`config.mk`:
```
export PLATFORM = sky130hd
export DESIGN_NAME = pwm_duty_angle_capture
export DESIGN_NICKNAME = d
export VERILOG_FILES = /design/src/rtl/pdac_pkg.sv /design/src/rtl/pdac_ctrl.sv /design/src/rtl/pdac_dp.sv /design/src/rtl/pwm_duty_angle_capture.sv
export SDC_FILE = /design/constraint.sdc
export NUM_CORES = 2
export LEC_CHECK = 0
export ABC_CLOCK_PERIOD_IN_PS = 10900
export BUFFER_PORTS_ARGS = -buffer_cell sky130_fd_sc_hd__buf_2
export CORE_UTILIZATION = 50
export CTS_CLUSTER_DIAMETER = 40
export DETAILED_ROUTE_END_ITERATION = 16
export PLACE_DENSITY = 0.66
export REMOVE_ABC_BUFFERS = 1
export SYNTH_ARGS = -nofsm -noshare
export SYNTH_HDL_FRONTEND = slang
export SYNTH_HIERARCHICAL = 1
export SYNTH_SLANG_ARGS = --single-unit
```
`constraint.sdc`:
```
create_clock -name clk -period 10.9 [get_ports clk]
set_input_delay 2.18 -clock clk [delete_from_list [all_inputs] [get_ports clk]]
set_output_delay 2.18 -clock clk [all_outputs]
set_load 0.005 [all_outputs]
```
`src/rtl/pdac_pkg.sv`:
```
// Shared package for the PWM duty angle capture block.
// Holds field widths, reset values, register indexes, controller states
// and the command and status structs. Depends on nothing.
package pdac_pkg;

    // Field widths fixed by the interface.
    localparam int TIME_W     = 32;
    localparam int PERMILLE_W = 10;
    localparam int PROD_W     = TIME_W + PERMILLE_W;
    localparam int CFG_IDX_W  = 1;

    // Defaults for the top level parameters.
    localparam int NUM_CHANNELS_DEF = 2;
    localparam int ANGLE_BITS_DEF   = 12;

    // Duty limits in thousandths.
    localparam logic [PERMILLE_W-1:0] PERMILLE_FULL  = 10'd1000;
    localparam logic [PERMILLE_W-1:0] DUTY_MIN_RESET = 10'd10;
    localparam logic [PERMILLE_W-1:0] DUTY_MAX_RESET = 10'd990;

    // Configuration register indexes.
    localparam logic [CFG_IDX_W-1:0] REG_DUTY_MIN = 1'b0;
    localparam logic [CFG_IDX_W-1:0] REG_DUTY_MAX = 1'b1;

    // Controller states.
    typedef enum logic [2:0] {
        ST_IDLE,
        ST_MUL,
        ST_SUB,
        ST_LOAD,
        ST_DIV,
        ST_EMIT
    } state_t;

    // Commands from the controller to the datapath.
    typedef struct packed {
        logic capture;
        logic mul;
        logic sub;
        logic load;
        logic div_step;
        logic emit;
    } cmd_t;

    // Status from the datapath to the controller.
    typedef struct packed {
        logic item_result;
        logic out_free;
    } status_t;

endpackage

```
`src/rtl/pdac_ctrl.sv`:
```
// Controller state machine for the PWM duty angle capture block.
// Sequences capture, multiply, subtract, divider load, divider steps and emit.
// Depends on pdac_pkg.
module pdac_ctrl #(
    parameter int ANGLE_BITS = pdac_pkg::ANGLE_BITS_DEF
) (
    input  logic              clk,
    input  logic              rst_n,
    input  logic              in_valid,
    output logic              in_ready,
    input  pdac_pkg::status_t st,
    output pdac_pkg::cmd_t    cmd
);

    localparam int CNT_W = $clog2(ANGLE_BITS);

    pdac_pkg::state_t state_reg, state_next;
    logic [CNT_W-1:0] cnt_reg, cnt_next;

    // State and step counter registers.
    always_ff @(posedge clk or negedge rst_n)
    begin
        if (!rst_n)
        begin
            state_reg <= pdac_pkg::ST_IDLE;
            cnt_reg   <= '0;
        end
        else
        begin
            state_reg <= state_next;
            cnt_reg   <= cnt_next;
        end
    end

    // Next state and commands.
    always_comb
    begin
        state_next = state_reg;
        cnt_next   = cnt_reg;
        cmd        = '0;
        in_ready   = 1'b0;
        unique case (state_reg)
            pdac_pkg::ST_IDLE:
            begin
                in_ready    = 1'b1;
                cmd.capture = in_valid;
                if (in_valid && st.item_result)
                begin
                    state_next = pdac_pkg::ST_MUL;
                end
            end
            pdac_pkg::ST_MUL:
            begin
                cmd.mul    = 1'b1;
                state_next = pdac_pkg::ST_SUB;
            end
            pdac_pkg::ST_SUB:
            begin
                cmd.sub    = 1'b1;
                state_next = pdac_pkg::ST_LOAD;
            end
            pdac_pkg::ST_LOAD:
            begin
                cmd.load   = 1'b1;
                cnt_next   = CNT_W'(ANGLE_BITS - 1);
                state_next = pdac_pkg::ST_DIV;
            end
            pdac_pkg::ST_DIV:
            begin
                cmd.div_step = 1'b1;
                if (cnt_reg == '0)
                begin
                    state_next = pdac_pkg::ST_EMIT;
                end
                else
                begin
                    cnt_next = cnt_reg - 1'b1;
                end
            end
            pdac_pkg::ST_EMIT:
            begin
                if (st.out_free)
                begin
                    cmd.emit   = 1'b1;
                    state_next = pdac_pkg::ST_IDLE;
                end
            end
            default:
            begin
                state_next = pdac_pkg::ST_IDLE;
            end
        endcase
    end

endmodule

```
`src/rtl/pdac_dp.sv`:
```
// Datapath for the PWM duty angle capture block: per-channel edge times,
// duty limits, multipliers, restoring divider and the output register.
// Depends on pdac_pkg.
module pdac_dp #(
    parameter int NUM_CHANNELS = pdac_pkg::NUM_CHANNELS_DEF,
    parameter int ANGLE_BITS   = pdac_pkg::ANGLE_BITS_DEF
) (
    input  logic                                clk,
    input  logic                                rst_n,
    input  logic                                cfg_we,
    input  logic [pdac_pkg::CFG_IDX_W-1:0]      cfg_index,
    input  logic [pdac_pkg::PERMILLE_W-1:0]     cfg_wdata,
    input  logic                                sensor_channel,
    input  logic                                edge_rising,
    input  logic [pdac_pkg::TIME_W-1:0]         edge_time,
    input  pdac_pkg::cmd_t                      cmd,
    output pdac_pkg::status_t                   st,
    input  logic                                out_ready,
    output logic                                out_valid,
    output logic                                result_channel,
    output logic [ANGLE_BITS-1:0]               angle_code,
    output logic                                period_error
);

    localparam int CH_W   = (NUM_CHANNELS > 1) ? $clog2(NUM_CHANNELS) : 1;
    localparam int PW     = pdac_pkg::PROD_W;
    localparam int DVD_W  = PW + ANGLE_BITS;
    localparam logic [ANGLE_BITS-1:0] FULL = {ANGLE_BITS{1'b1}};

    // Per-channel state, shared configuration and the output valid flag.
    logic [pdac_pkg::TIME_W-1:0]     last_rise_reg [NUM_CHANNELS];
    logic [pdac_pkg::TIME_W-1:0]     high_time_reg [NUM_CHANNELS];
    logic [pdac_pkg::PERMILLE_W-1:0] duty_min_reg, duty_max_reg;
    logic                            out_valid_reg;

    // Working registers.
    logic                            ch_reg;
    logic [pdac_pkg::TIME_W-1:0]     period_reg, high_reg;
    logic [PW-1:0]                   pos_reg, neg_reg, den_reg, num_reg, rem_reg;
    logic                            err_reg, zero_reg, sat_reg;
    logic [ANGLE_BITS-1:0]           low_reg, q_reg;
    logic                            res_ch_reg, res_err_reg;
    logic [ANGLE_BITS-1:0]           res_angle_reg;

    logic [CH_W-1:0]                 ch_idx;
    logic                            ch_ok;
    logic [pdac_pkg::TIME_W-1:0]     delta;
    logic [pdac_pkg::PERMILLE_W-1:0] span;
    logic [DVD_W-1:0]                dvd;
    logic [PW:0]                     trial;
    logic                            ge;

    // Channel decode and the time since the channel's last rise.
    assign ch_idx = CH_W'(sensor_channel);
    assign ch_ok  = (NUM_CHANNELS > 1) || !sensor_channel;
    assign delta  = edge_time - last_rise_reg[ch_idx];
    assign span   = duty_max_reg - duty_min_reg;

    // Scaled dividend num * FULL, formed as a shift and a subtract.
    assign dvd = {num_reg, {ANGLE_BITS{1'b0}}} - DVD_W'(num_reg);

    // One restoring division step.
    assign trial = {rem_reg, low_reg[ANGLE_BITS-1]};
    assign ge    = trial >= {1'b0, den_reg};

    assign st.item_result = ch_ok && edge_rising;
    assign st.out_free    = !out_valid_reg || out_ready;

    // Control state: channel times, limits and the output valid flag.
    always_ff @(posedge clk or negedge rst_n)
    begin
        if (!rst_n)
        begin
            for (int i = 0; i < NUM_CHANNELS; i++)
            begin
                last_rise_reg[i] <= '0;
                high_time_reg[i] <= '0;
            end
            duty_min_reg  <= pdac_pkg::DUTY_MIN_RESET;
            duty_max_reg  <= pdac_pkg::DUTY_MAX_RESET;
            out_valid_reg <= 1'b0;
        end
        else
        begin
            if (cfg_we)
            begin
                if (cfg_index == pdac_pkg::REG_DUTY_MIN)
                begin
                    duty_min_reg <= cfg_wdata;
                end
                else if (cfg_index == pdac_pkg::REG_DUTY_MAX)
                begin
                    duty_max_reg <= cfg_wdata;
                end
            end
            if (cmd.capture && ch_ok)
            begin
                if (edge_rising)
                begin
                    last_rise_reg[ch_idx] <= edge_time;
                end
                else
                begin
                    high_time_reg[ch_idx] <= delta;
                end
            end
            if (cmd.emit)
            begin
                out_valid_reg <= 1'b1;
            end
            else if (out_ready)
            begin
                out_valid_reg <= 1'b0;
            end
        end
    end

    // Arithmetic pipeline and result word.
    always_ff @(posedge clk)
    begin
        if (cmd.capture)
        begin
            ch_reg     <= sensor_channel;
            period_reg <= delta;
            high_reg   <= high_time_reg[ch_idx];
        end
        if (cmd.mul)
        begin
            pos_reg <= PW'(high_reg) * PW'(pdac_pkg::PERMILLE_FULL);
            neg_reg <= PW'(duty_min_reg) * PW'(period_reg);
            den_reg <= PW'(span) * PW'(period_reg);
            err_reg <= (period_reg == '0) || (duty_max_reg <= duty_min_reg);
        end
        if (cmd.sub)
        begin
            num_reg  <= pos_reg - neg_reg;
            zero_reg <= err_reg || (pos_reg <= neg_reg);
        end
        if (cmd.load)
        begin
            // Duty at or above the upper limit saturates.
            sat_reg <= num_reg >= den_reg;
            rem_reg <= dvd[DVD_W-1:ANGLE_BITS];
            low_reg <= dvd[ANGLE_BITS-1:0];
            q_reg   <= '0;
        end
        if (cmd.div_step)
        begin
            rem_reg <= ge ? PW'(trial - {1'b0, den_reg}) : trial[PW-1:0];
            low_reg <= low_reg << 1;
            q_reg   <= {q_reg[ANGLE_BITS-2:0], ge};
        end
        if (cmd.emit)
        begin
            res_ch_reg    <= ch_reg;
            res_err_reg   <= err_reg;
            res_angle_reg <= zero_reg ? '0 : (sat_reg ? FULL : q_reg);
        end
    end

    assign out_valid      = out_valid_reg;
    assign result_channel = res_ch_reg;
    assign angle_code     = res_angle_reg;
    assign period_error   = res_err_reg;

endmodule

```
`src/rtl/pwm_duty_angle_capture.sv`:
```
// Top level of the PWM duty angle capture block.
// Joins the controller and the datapath. Depends on pdac_pkg, pdac_ctrl, pdac_dp.
//
//  Channel   Direction  Fields
//  s_axis    in         tdata: edge_time; tuser: sensor_channel, edge_rising
//  m_axis    out        tdata: angle_code; tuser: result_channel, period_error
//  cfg       in         index 0 duty_min_permille, index 1 duty_max_permille
//
// A falling edge is taken in the idle state. A rising edge runs multiply,
// subtract, load, divide, emit; the bit-serial restoring divider yields one
// angle bit a cycle. One word is in work at a time; a finished word waits in
// the output register while the next edge is taken. Reset clears the channel
// times to zero and loads the duty limits; it needs no clearing pass.
module pwm_duty_angle_capture #(
    parameter int NUM_CHANNELS = pdac_pkg::NUM_CHANNELS_DEF,
    parameter int ANGLE_BITS   = pdac_pkg::ANGLE_BITS_DEF
) (
    input  logic                                clk,
    input  logic                                rst_n,
    input  logic                                s_axis_tvalid,
    output logic                                s_axis_tready,
    input  logic [pdac_pkg::TIME_W-1:0]         s_axis_tdata,  // edge_time
    input  logic [1:0]                          s_axis_tuser,  // sensor_channel, edge_rising
    output logic                                m_axis_tvalid,
    input  logic                                m_axis_tready,
    output logic [((ANGLE_BITS+7)/8)*8-1:0]     m_axis_tdata,  // angle_code
    output logic [1:0]                          m_axis_tuser,  // result_channel, period_error
    input  logic                                cfg_we,
    input  logic [pdac_pkg::CFG_IDX_W-1:0]      cfg_index,
    input  logic [pdac_pkg::PERMILLE_W-1:0]     cfg_wdata
);

    localparam int OUT_W = ((ANGLE_BITS + 7) / 8) * 8;

    pdac_pkg::cmd_t    cmd;
    pdac_pkg::status_t st;
    logic                  res_ch, res_err;
    logic [ANGLE_BITS-1:0] res_angle;

    pdac_ctrl #(
        .ANGLE_BITS (ANGLE_BITS)
    ) u_ctrl (
        .clk      (clk),
        .rst_n    (rst_n),
        .in_valid (s_axis_tvalid),
        .in_ready (s_axis_tready),
        .st       (st),
        .cmd      (cmd)
    );

    pdac_dp #(
        .NUM_CHANNELS (NUM_CHANNELS),
        .ANGLE_BITS   (ANGLE_BITS)
    ) u_dp (
        .clk            (clk),
        .rst_n          (rst_n),
        .cfg_we         (cfg_we),
        .cfg_index      (cfg_index),
        .cfg_wdata      (cfg_wdata),
        .sensor_channel (s_axis_tuser[0]),
        .edge_rising    (s_axis_tuser[1]),
        .edge_time      (s_axis_tdata),
        .cmd            (cmd),
        .st             (st),
        .out_ready      (m_axis_tready),
        .out_valid      (m_axis_tvalid),
        .result_channel (res_ch),
        .angle_code     (res_angle),
        .period_error   (res_err)
    );

    assign m_axis_tdata = OUT_W'(res_angle);
    assign m_axis_tuser = {res_err, res_ch};

    // An error result always reports a zero angle.
    a_err_zero: assert property (@(posedge clk) disable iff (!rst_n)
        (m_axis_tvalid && m_axis_tuser[1]) |-> (m_axis_tdata == '0))
        else $error("error result with nonzero angle");

    // A new word is only loaded when the output register is free.
    a_emit_free: assert property (@(posedge clk) disable iff (!rst_n)
        cmd.emit |-> (!m_axis_tvalid || m_axis_tready))
        else $error("result word overwritten");

    // A falling edge produces no result.
    a_fall_quiet: assert property (@(posedge clk) disable iff (!rst_n)
        (s_axis_tvalid && s_axis_tready && !s_axis_tuser[1]) |=> !cmd.emit)
        else $error("falling edge started a result");

endmodule

```
==> metrics.log <==
INFO  metric run_status = complete, no violations
INFO  metric critPathRequiredTime = 11.31 ns
INFO  metric detailedRoute.firstIterationViolations = 2518
INFO  metric clock-sinks = 469
INFO  metric grt_start_max_net_pins = 96
INFO  metric viasPerCell = 5.59
INFO  metric final.setup.tns = 0 ns
INFO  metric wirelength = 129 mm
INFO  metric synth_async_sr_flop_share = 0.333
INFO  metric synth_cell_types = 90
INFO  metric post_cts_resized = 0
INFO  metric cp_max_stage_delay = 0.96 ns
INFO  metric number_of_synthesis_warnings = 6
INFO  metric clock_latency = 0.67 ns
INFO  metric vias = 37700
INFO  metric grt_antenna_before_repair = 4
INFO  metric final_net_count = 6395
INFO  metric synth-compound-area-share = 0.117
INFO  metric syn_inst = 5321
INFO  metric maxUsedRoutingLayer = met4
INFO  metric max_slew.worst_pin.slew = 1.21 ns
INFO  metric worst-endpoint-arrival = 9.81 ns
INFO  metric die_width = 324 µm
INFO  metric worst_path_most_repeated_cell = fa_1
INFO  metric die_h = 324 µm
INFO  metric globalRouteTotalUtil = 0.252
INFO  metric post_synth_xor_area_fraction = 0.0399
INFO  metric fp.dieArea = 0.105 mm²
INFO  metric worst-setup-path-type = reg2reg
INFO  metric drt-wirelength-per-cell = 19.1 µm
INFO  metric detailroute.wirelength.met2 = 61.3 mm
INFO  metric drc_errors = 0
INFO  metric final.period_utilization = 0.862
INFO  metric clock-root-buffer = clkbuf_16
INFO  metric dominant_register_cell_in_the_synthesized_netlist = edfxtp_1
INFO  metric timing.final.crit_period = 9.40 ns
INFO  metric class_of_the_tightest_hold_or_removal_check = reg2reg
INFO  metric io_buffers = 65
INFO  metric met3_layer_wire_length_in_the_routed_design = 6.76 mm
INFO  metric syn_avg_cell_area = 9.74 µm²
INFO  metric critical_path.startpoint_type = flop
INFO  metric grt.overflow.total = 0
INFO  metric slowest_cell_on_the_critical_path = dfstp_2
INFO  metric worst_setup_path_end_kind = flop
INFO  metric m1WireLength = 56.0 mm
INFO  metric max_freq = 0.106 GHz
INFO  metric cts-buffers-inserted = 81
INFO  metric h-tree-depth = 3
INFO  metric synth_sequential_area_ratio = 0.257
INFO  metric synth_top_family_by_area = adder cells
INFO  metric coreArea = 0.102 mm²
INFO  metric ctsLongestPathBuffers = 3
INFO  metric synth-edff-count = 312
INFO  metric area_share_of_and_or_nand_nor_cells_after_synthesis = 0.145
INFO  metric fillerInstances = 9128
INFO  metric postCtsSetupBuffers = 0
INFO  metric grt_setup_unrepaired = no
INFO  metric synth_adder_area_share = 0.336
INFO  metric tritoncts = built
INFO  metric gp_congestion = 0.960
INFO  metric worst_slew_margin_rel = 0.194
INFO  metric post_synth_instance_area = 0.0518 mm²
INFO  metric vias_in_the_first_global_route = 38400
INFO  metric layout.cells.most_common_list = 767 x inv_1, 597 x fa_1, 529 x nand2_1
INFO  metric cts-hold-fix-buffers = 0
INFO  metric layout-area-overhead-vs-synth = 8.82%
INFO  metric hold_viol_final = 0
INFO  metric crit_fanout = 33
INFO  metric num_io_pins = 70
INFO  metric yosys_register_bits = 469
INFO  metric detailed_placement_wirelength_estimate = 99.8 mm
INFO  metric clock_skew = 0.0417 ns
INFO  metric timing_max_transition_violations_final = 0
INFO  metric finalSetupViolations = 0
INFO  metric initial_core_util = 0.507
INFO  metric synth_mux_area_frac = 0.0327
INFO  metric layout_commonest_cell = inv_1
INFO  metric grt_pass1_wl = 208 mm
INFO  metric clk_pin_slew = 0.05 ns
INFO  metric postRouteAntennaNets = 0
INFO  metric first_pass_iters = 6
INFO  metric cap_viol_max_count = 0
INFO  metric num_rows = 117
INFO  metric drive_gt1_frac = 0.0792
[cells by family (layout without fill, tap and decap cells)]
group	Yosys count	count (layout)
other	1	6
adders and majority gates	1034	1034
DFF	469	469
buffers and inverters	983	1038
AOI/OAI and AO/OA	944	944
and+or+nand+nor	1498	1498
xor gates and xnor gates	236	236
muxes	156	156
[cells in the mapped netlist, drive strengths merged, types with 12 or more instances]
cell type  number  area share
xnor2         165       0.028
mux2i          50      0.0097
buf            20      0.0023
o211ai         28      0.0041
or3            21      0.0025
fa            597        0.23
a31oi          24      0.0030
and3           56      0.0068
ha            437        0.11
nor2          209       0.015
nand4          38      0.0046
nor4           20      0.0027
and4           12      0.0020
xor2           71       0.012
o21bai         39      0.0057
nand3          72      0.0070
o21a           35      0.0051
and2          309       0.037
dfrtp         146       0.071
nor2b          54      0.0065
nand2b         66      0.0080
clkbuf        196       0.014
edfxtp        312        0.18
mux2          106       0.023
nor3           57      0.0055
a211oi         24      0.0037
a21boi         22      0.0033
a21o          137       0.020
o21ai         231       0.022
inv           767       0.056
nand2         529       0.038
a21oi         266       0.026
o31ai          14      0.0026
[path summary, 6_finish.rpt]
check / startpoint / endpoint / slack [ns] / depth (start not counted)
worst min register to register: u_dp/ch_reg$_DFFE_PP_ / u_dp/result_channel$_DFFE_PP_ / 0.42 / 0
min in group asynchronous: rst_n / u_dp/duty_min_reg[8]$_DFFE_PN0P_ / 1.62 / 1
worst max register to register: u_dp/duty_min_reg[1]$_DFFE_PN1P_ / u_dp/den_reg[40]$_DFFE_PP_ / 1.50 / 30
worst max-delay path: u_dp/duty_min_reg[1]$_DFFE_PN1P_ / u_dp/den_reg[40]$_DFFE_PP_ / 1.50 / 30
max in group asynchronous: rst_n / u_ctrl/cnt_reg[2]$_DFFE_PN0P_ / 7.83 / 2
worst min-delay path: u_dp/ch_reg$_DFFE_PP_ / u_dp/result_channel$_DFFE_PP_ / 0.42 / 0
[routing by layer]
metal  vias to the layer above  global-route usage
li1                      17800                   -
met1                     18700               0.333
met2                       989               0.424
met3                       237              0.0337
met4                         0              0.0920
met5                         -                   0
[metrics by stage]
stage | setup slack [ns] | instance area (µm²) | utilization | cells | hold WS, ns
after detailed placement | 1.58 | 53500 | 0.523 | 6596 | 0.412
after CTS | 1.55 | 56400 | 0.552 | 6747 | 0.426
after global placement | 1.72 | 53500 | 0.523 | 6596 | 0.401
after global routing | 0.823 | 56400 | 0.552 | 6747 | 0.434
after floorplan | 2.07 | 51000 | - | 5108 | 0.400
final | 1.50 | 56400 | 0.552 | 6749 | 0.423
[area by class of cell]
class                   count  area, µm²  area share
inverters                 767       2880      0.0511
repair buffers            120        747      0.0133
clock inverters            61        782      0.0139
clock buffers              90       2100      0.0373
well taps                1368       1710      0.0304
multi-input cells        3872      34800       0.618
flip-flops and latches    469      13300       0.236
diodes                      2       5.00   0.0000888
[worst max-delay path: cells and delay by family, from the launching register on]
family,cells,cell delay [ns]
compound gates,14,3.08
xor+xnor,1,0.13
fa+ha+maj,7,3.10
buf+inv,3,0.30
flops,1,0.96
simple gates,5,1.59
Power is not shown: default switching activity piles up to over one toggle a cycle in this logic, so the estimate is an artifact.
